`src/sv/wsfp_pkg.sv`:
```
`timescale 1ns / 1ps
// Shared constants and result type for the weather station frame parser.
package wsfp_pkg;

  // Frame marker characters
  localparam logic [7:0] CH_P    = 8'h50;
  localparam logic [7:0] CH_R    = 8'h52;
  localparam logic [7:0] CH_HASH = 8'h23;
  localparam logic [7:0] CH_AT   = 8'h40;
  localparam logic [7:0] CH_AMP  = 8'h26;
  localparam logic [7:0] CH_PCT  = 8'h25;
  localparam logic [7:0] CH_F    = 8'h46;
  localparam logic [7:0] CH_K    = 8'h4B;
  localparam logic [7:0] CH_D    = 8'h44;

  // Result kinds
  localparam logic [1:0] KIND_LIVE     = 2'd0;
  localparam logic [1:0] KIND_DATE     = 2'd1;
  localparam logic [1:0] KIND_LOGGED   = 2'd2;
  localparam logic [1:0] KIND_TIME_REQ = 2'd3;

  // Capture store depth and index width
  localparam int CAP_DEPTH = 7;
  localparam int CAP_AW    = 3;

  // One result item, last field in the lowest bits
  typedef struct packed {
    logic [7:0]  second_value;
    logic [7:0]  minute_value;
    logic [7:0]  hour_value;
    logic [7:0]  day_value;
    logic [7:0]  month_value;
    logic [15:0] year_value;
    logic [7:0]  humidity_percent;
    logic [23:0] pressure_hundredths;
    logic [15:0] temperature_tenths;
    logic [1:0]  record_kind;
  } result_t;

endpackage

```
`src/sv/weather_station_frame_parser_unit.sv`:
```
`timescale 1ns / 1ps
// Weather station frame parser: one received byte per item in, decoded records out.
// Each byte is parsed by a single state register step as it is taken; a record
// that completes on that byte is written the same edge to the output register, or
// to the skid stage when the output still holds one. One skid stage backs the output
// register, so bytes keep flowing while a record waits; the input stalls only when
// both hold records.
module weather_station_frame_parser_unit (
  input  logic         clk,
  input  logic         rst,
  input  logic         s_tvalid,
  output logic         s_tready,
  input  logic [7:0]   s_tdata,   // [7:0] rx_byte
  output logic         m_tvalid,
  input  logic         m_tready,
  output logic [103:0] m_tdata,   // [15:0] temperature_tenths, [39:16] pressure_hundredths,
                                  // [47:40] humidity_percent, [63:48] year_value,
                                  // [71:64] month_value, [79:72] day_value,
                                  // [87:80] hour_value, [95:88] minute_value,
                                  // [103:96] second_value
  output logic [1:0]   m_tuser    // [1:0] record_kind
);

  typedef enum logic [3:0] {
    ST_IDLE    = 4'd0,
    ST_WAIT_R  = 4'd1,
    ST_LIVE    = 4'd2,
    ST_WAIT_AT = 4'd3,
    ST_LEN     = 4'd4,
    ST_WAIT_K  = 4'd5,
    ST_DATE    = 4'd6,
    ST_WAIT_D  = 4'd7,
    ST_LOG     = 4'd8,
    ST_TIME1   = 4'd9,
    ST_TIME2   = 4'd10
  } state_t;

  state_t                        state, state_next;
  logic [wsfp_pkg::CAP_AW-1:0]   byte_count, byte_count_next;
  logic [7:0]                    capture [wsfp_pkg::CAP_DEPTH];
  logic                          cap_we;
  logic                          res_valid;
  wsfp_pkg::result_t             res;

  logic                          out_valid, skid_valid;
  wsfp_pkg::result_t             out_data, skid_data;
  logic                          in_take;
  logic                          out_take;
  logic [7:0]                    b;

  assign b        = s_tdata;
  assign s_tready = !skid_valid;
  assign in_take  = s_tvalid && s_tready;
  assign out_take = out_valid && m_tready;

  // Parser step for the current byte
  always_comb begin
    state_next      = state;
    byte_count_next = byte_count;
    cap_we          = 1'b0;
    res_valid       = 1'b0;
    res             = '0;
    unique case (state)
      ST_WAIT_R:  state_next = (b == wsfp_pkg::CH_R)  ? ST_LIVE  : ST_IDLE;
      ST_WAIT_AT: state_next = (b == wsfp_pkg::CH_AT) ? ST_LEN   : ST_IDLE;
      ST_TIME1:   state_next = (b == wsfp_pkg::CH_PCT) ? ST_TIME2 : ST_IDLE;
      ST_WAIT_K:  state_next = (b == wsfp_pkg::CH_K)  ? ST_DATE  : ST_IDLE;
      ST_WAIT_D:  state_next = (b == wsfp_pkg::CH_D)  ? ST_LOG   : ST_IDLE;
      ST_TIME2: begin
        if (b == wsfp_pkg::CH_F) begin
          res_valid       = 1'b1;
          res.record_kind = wsfp_pkg::KIND_TIME_REQ;
        end
        state_next = ST_IDLE;
      end
      // length word: counted, not kept
      ST_LEN: begin
        if (byte_count == 3'd1) begin
          byte_count_next = '0;
          state_next      = ST_WAIT_K;
        end else begin
          byte_count_next = byte_count + 3'd1;
        end
      end
      ST_DATE: begin
        cap_we = 1'b1;
        if (byte_count == 3'd6) begin
          res_valid          = 1'b1;
          res.record_kind    = wsfp_pkg::KIND_DATE;
          res.year_value     = {capture[0], capture[1]};
          res.month_value    = capture[2];
          res.day_value      = capture[3];
          res.hour_value     = capture[4];
          res.minute_value   = capture[5];
          res.second_value   = b;
          byte_count_next    = '0;
          state_next         = ST_WAIT_D;
        end else begin
          byte_count_next = byte_count + 3'd1;
        end
      end
      ST_LOG: begin
        cap_we = 1'b1;
        if (byte_count == 3'd5) begin
          res_valid               = 1'b1;
          res.record_kind         = wsfp_pkg::KIND_LOGGED;
          res.temperature_tenths  = {capture[0], capture[1]};
          res.humidity_percent    = capture[2];
          res.pressure_hundredths = {capture[3], capture[4], b};
          byte_count_next         = '0;
          state_next              = ST_WAIT_K;
        end else begin
          byte_count_next = byte_count + 3'd1;
        end
      end
      ST_LIVE: begin
        cap_we = 1'b1;
        if (byte_count == 3'd5) begin
          res_valid               = 1'b1;
          res.record_kind         = wsfp_pkg::KIND_LIVE;
          res.temperature_tenths  = {capture[0], capture[1]};
          res.pressure_hundredths = {capture[2], capture[3], capture[4]};
          res.humidity_percent    = b;
          byte_count_next         = '0;
          state_next              = ST_IDLE;
        end else begin
          byte_count_next = byte_count + 3'd1;
        end
      end
      // idle and unused codes: look for a frame start
      default: begin
        if (b == wsfp_pkg::CH_P)         state_next = ST_WAIT_R;
        else if (b == wsfp_pkg::CH_HASH) state_next = ST_WAIT_AT;
        else if (b == wsfp_pkg::CH_AMP)  state_next = ST_TIME1;
        else                             state_next = ST_IDLE;
      end
    endcase
  end

  // Parser state
  always_ff @(posedge clk) begin
    if (rst) begin
      state      <= ST_IDLE;
      byte_count <= '0;
    end else if (in_take) begin
      state      <= state_next;
      byte_count <= byte_count_next;
    end
  end

  // Payload capture store
  always_ff @(posedge clk) begin
    if (in_take && cap_we) begin
      capture[byte_count] <= b;
    end
  end

  // Output register with one skid stage
  always_ff @(posedge clk) begin
    if (rst) begin
      out_valid  <= 1'b0;
      skid_valid <= 1'b0;
    end else begin
      if (skid_valid) begin
        if (out_take) begin
          out_valid  <= 1'b1;
          skid_valid <= 1'b0;
        end
      end else if (in_take && res_valid) begin
        if (!out_valid || out_take) begin
          out_valid <= 1'b1;
        end else begin
          skid_valid <= 1'b1;
        end
      end else if (out_take) begin
        out_valid <= 1'b0;
      end
    end
  end

  always_ff @(posedge clk) begin
    if (skid_valid) begin
      if (out_take) out_data <= skid_data;
    end else if (in_take && res_valid) begin
      if (!out_valid || out_take) out_data  <= res;
      else                        skid_data <= res;
    end
  end

  assign m_tvalid = out_valid;
  assign m_tuser  = out_data.record_kind;
  assign m_tdata  = out_data[105:2];

endmodule
```
`config.mk`:
```
export PLATFORM = sky130hd
export DESIGN_NAME = weather_station_frame_parser_unit
export DESIGN_NICKNAME = d
export VERILOG_FILES = /design/src/sv/wsfp_pkg.sv /design/src/sv/weather_station_frame_parser_unit.sv
export SDC_FILE = /design/constraint.sdc
export NUM_CORES = 1
export LEC_CHECK = 0
export ABC_AREA = 1
export CAP_MARGIN = 20
export CORE_ASPECT_RATIO = 1.75
export CORE_MARGIN = 2
export CORE_UTILIZATION = 47
export CTS_CLUSTER_DIAMETER = 60
export DETAILED_ROUTE_END_ITERATION = 8
export DONT_BUFFER_PORTS = 1
export PLACE_DENSITY = 0.64
export SLEW_MARGIN = 10
export SYNTH_ARGS = -nofsm -noshare
export SYNTH_HDL_FRONTEND = slang
export SYNTH_SLANG_ARGS = --single-unit
```
`constraint.sdc`:
```
create_clock -name clk -period 14.7 [get_ports clk]
set_input_delay 0.735 -clock clk [delete_from_list [all_inputs] [get_ports clk]]
set_output_delay 0.735 -clock clk [all_outputs]
set_load 0.1 [all_outputs]
```
==> results.toml <==
[run_status]
status = "finished clean"

[logic_synthesis]
yosys-top-cells-area = "edfxtp_1 (70%), nand2_1 (13%), o22ai_2 (2.7%)"
synth_area_leader_cell = "edfxtp_1"
ys_seq_elements = 269
netlist_instances = 955
synth_seq_area_share = 0.7123
syn_nets = 967
synthesis.area_sq_um = 11210
syn_area_per_cell_sq_um = 11.74
synth_top_cell_area_share = 0.6963
synth_warnings = 0
synth_cell_type_count = 28

[setup_path]
r2r-start = "state[0]"
crit_start = "state[0]"
crit_type = "flip-flop to flip-flop"
crit_buf_inv = 2
cp_cell_sequence = "nor2_1, nand2_2, nand2_2, nand2_4, nand2_2, nand3_1, inv_4, buf_4"
cp_max_fo = 82
cp_slowest_stage_delay_ns = 0.83
critical-path-top-delay-family = "simple AND/OR/NAND/NOR gates"
critPathRequiredTime_ns = 14.84
crit_path_start_kind = "flip-flop"
cp_slowest_cell = "buf_4"
crit_arrival_ns = 3.77
path_common_cell = "nand2_2"
crit_path_end_kind = "flip-flop"

[global_routing]
grt_max_degree = 94
grt_pass1_wl_um = 36000
grt_usage = 0.1867
grt_pass1_vias = 6441
overflow = 0
antenna_found_initial = 0

[sta]
finalSetupViolations = 0
slew_headroom = 0.2945
holdWs_ns = 0.2639
period_share = 0.2470
finClkSkew_ns = 0.007644
hold_viol_final = 0
timing.setup.tns_ns = 0
max_freq_ghz = 0.2754
worst_pin_slew_ns = 1.058
finalMaxSlewViolations = 0
rsz0062_at_grt = "false"
post-route-min-period_ns = 3.631

[power_and_ir_drop]
power_leakage_uw = 0.004727
switchingPower_uw = 292.7
pwr-share-seq = 0.531
power_density_nw_per_um2 = 126.2
vdd_drop_max_uv = 99.52
combPwrFrac = 0.009
p_clk_frac = 0.460
internal-power_uw = 1271
finalPower_uw = 1564
netSwitchingFraction = 0.1872

[finish]
multi_input_area_sq_um = 2771
area_delta_synth_final_pct = 10.48
seqCellArea_sq_um = 7991
final_nets = 965
drive_gt1_frac = 0.1442
final.fill_count = 1992
final_cell_mix = "nand2_1 (386), edfxtp_1 (260), inv_1 (58), nor2_1 (45), clkbuf_16 (25)"
num_antenna_cells = 0
final_common_cell = "nand2_1"
stdcell_area_sq_um = 12390

[place]
placed_area_sq_um = 11460
io_buffers = 0
gp_congestion = 0.9138
dp_hpwl_um = 15960

[die]
die_area_sq_um = 25160
ioPinCount = 120
core_area_sq_um = 23430
die_h_um = 208.3
initial_core_util = 0.4787
fp.dieW_um = 120.8
num_rows = 74

[clock_tree]
clkTransAtPathRegs_ns = 0.07
cts_resized = 0
cts_tree = "yes"
clock-root-buffer = "clkbuf_16"
cts_buffer_depth = 3
cts.sinks = 269
htree_levels = 1
clkLatencyLatePin_ns = 0.52
cts-buffers-inserted = 25
hold_buffers = 0
post_cts_buffers = 0

[detailed_routing]
num_vias = 6506
routed_via_density = 5.103
wirelength_um = 23410
drt_iter0_drc = 469
wl_per_cell_um = 18.36
drtPass1Iterations = 5
ant_nets = 0
drc = 0

[job]
max_cap_viol_count = 0

[min_path]
hp-start = "rst"
hold_path_class = "input port to flip-flop"
## area by class of cell
cell class                 count  share of cell area
clock inverter                19             0.02333
timing repair buffer          10            0.005656
multi-input combinational    580              0.2237
tap                          304             0.03070
sequential                   269              0.6451
clock buffer                  26             0.05080
inverter                      67             0.02071
## metrics by stage
step,cells,util,worst slack [ns]
after floorplan,955,-,7.557
after global placement,1228,0.4892,11.16
after detailed placement,1228,0.4892,11.01
after CTS,1273,0.5284,11.04
after global routing,1275,0.5288,10.74
final,1275,0.5288,11.07
## worst paths after layout
check             cells past startpoint  slack [ns]            end
hold reg to reg                       2        0.50       state[3]
setup reg to reg                      8       11.07  skid_data[40]
setup / recovery                      8       11.07  skid_data[40]
hold / removal                        1        0.26     skid_valid
## cell usage after synthesis, drive strengths merged
cell type	count
nand4	1
edfxtp	260
clkinv	2
a21oi	9
nand3	17
o22ai	32
nor2	86
nand2	397
buf	25
nor3	6
and2	3
inv	65
dfxtp	9
o21ai	29
clkbuf	14
## kinds of logic after synthesis
group | share of synthesized area
simple gates | 0.1976
flops | 0.7123
buf+inv | 0.04151
compound gates | 0.04854
## sequential cells by signal (all words and copies together) (netlist names)
signal,count
capture,48
skid_valid,1
state,4
m_tvalid,1
byte_count,3
m_tdata,104
m_tuser,2
skid_data,106
## layer usage
metal | routed length (um) | part of all wire | vias up | global-route usage
met5 | 0 | 0 | - | 0
met4 | 1056 | 0.045 | 0 | 0.09182
met3 | 1184 | 0.051 | 67 | 0.03235
met2 | 12160 | 0.52 | 205 | 0.3304
met1 | 9006 | 0.38 | 3055 | 0.2155
li1 | - | - | 3179 | -
## power by group through the flow
stage	sequential, uW	clock, uW	combinational (uW)
5_1_grt	830	759	15.9
6_report	831	719	14.0
4_1_cts	831	734	14.0
2_1_floorplan	848	0	10.9
3_5_place_dp	848	0	13.9
3_3_place_gp	848	0	13.7
Power figures use the tool's default switching activity.
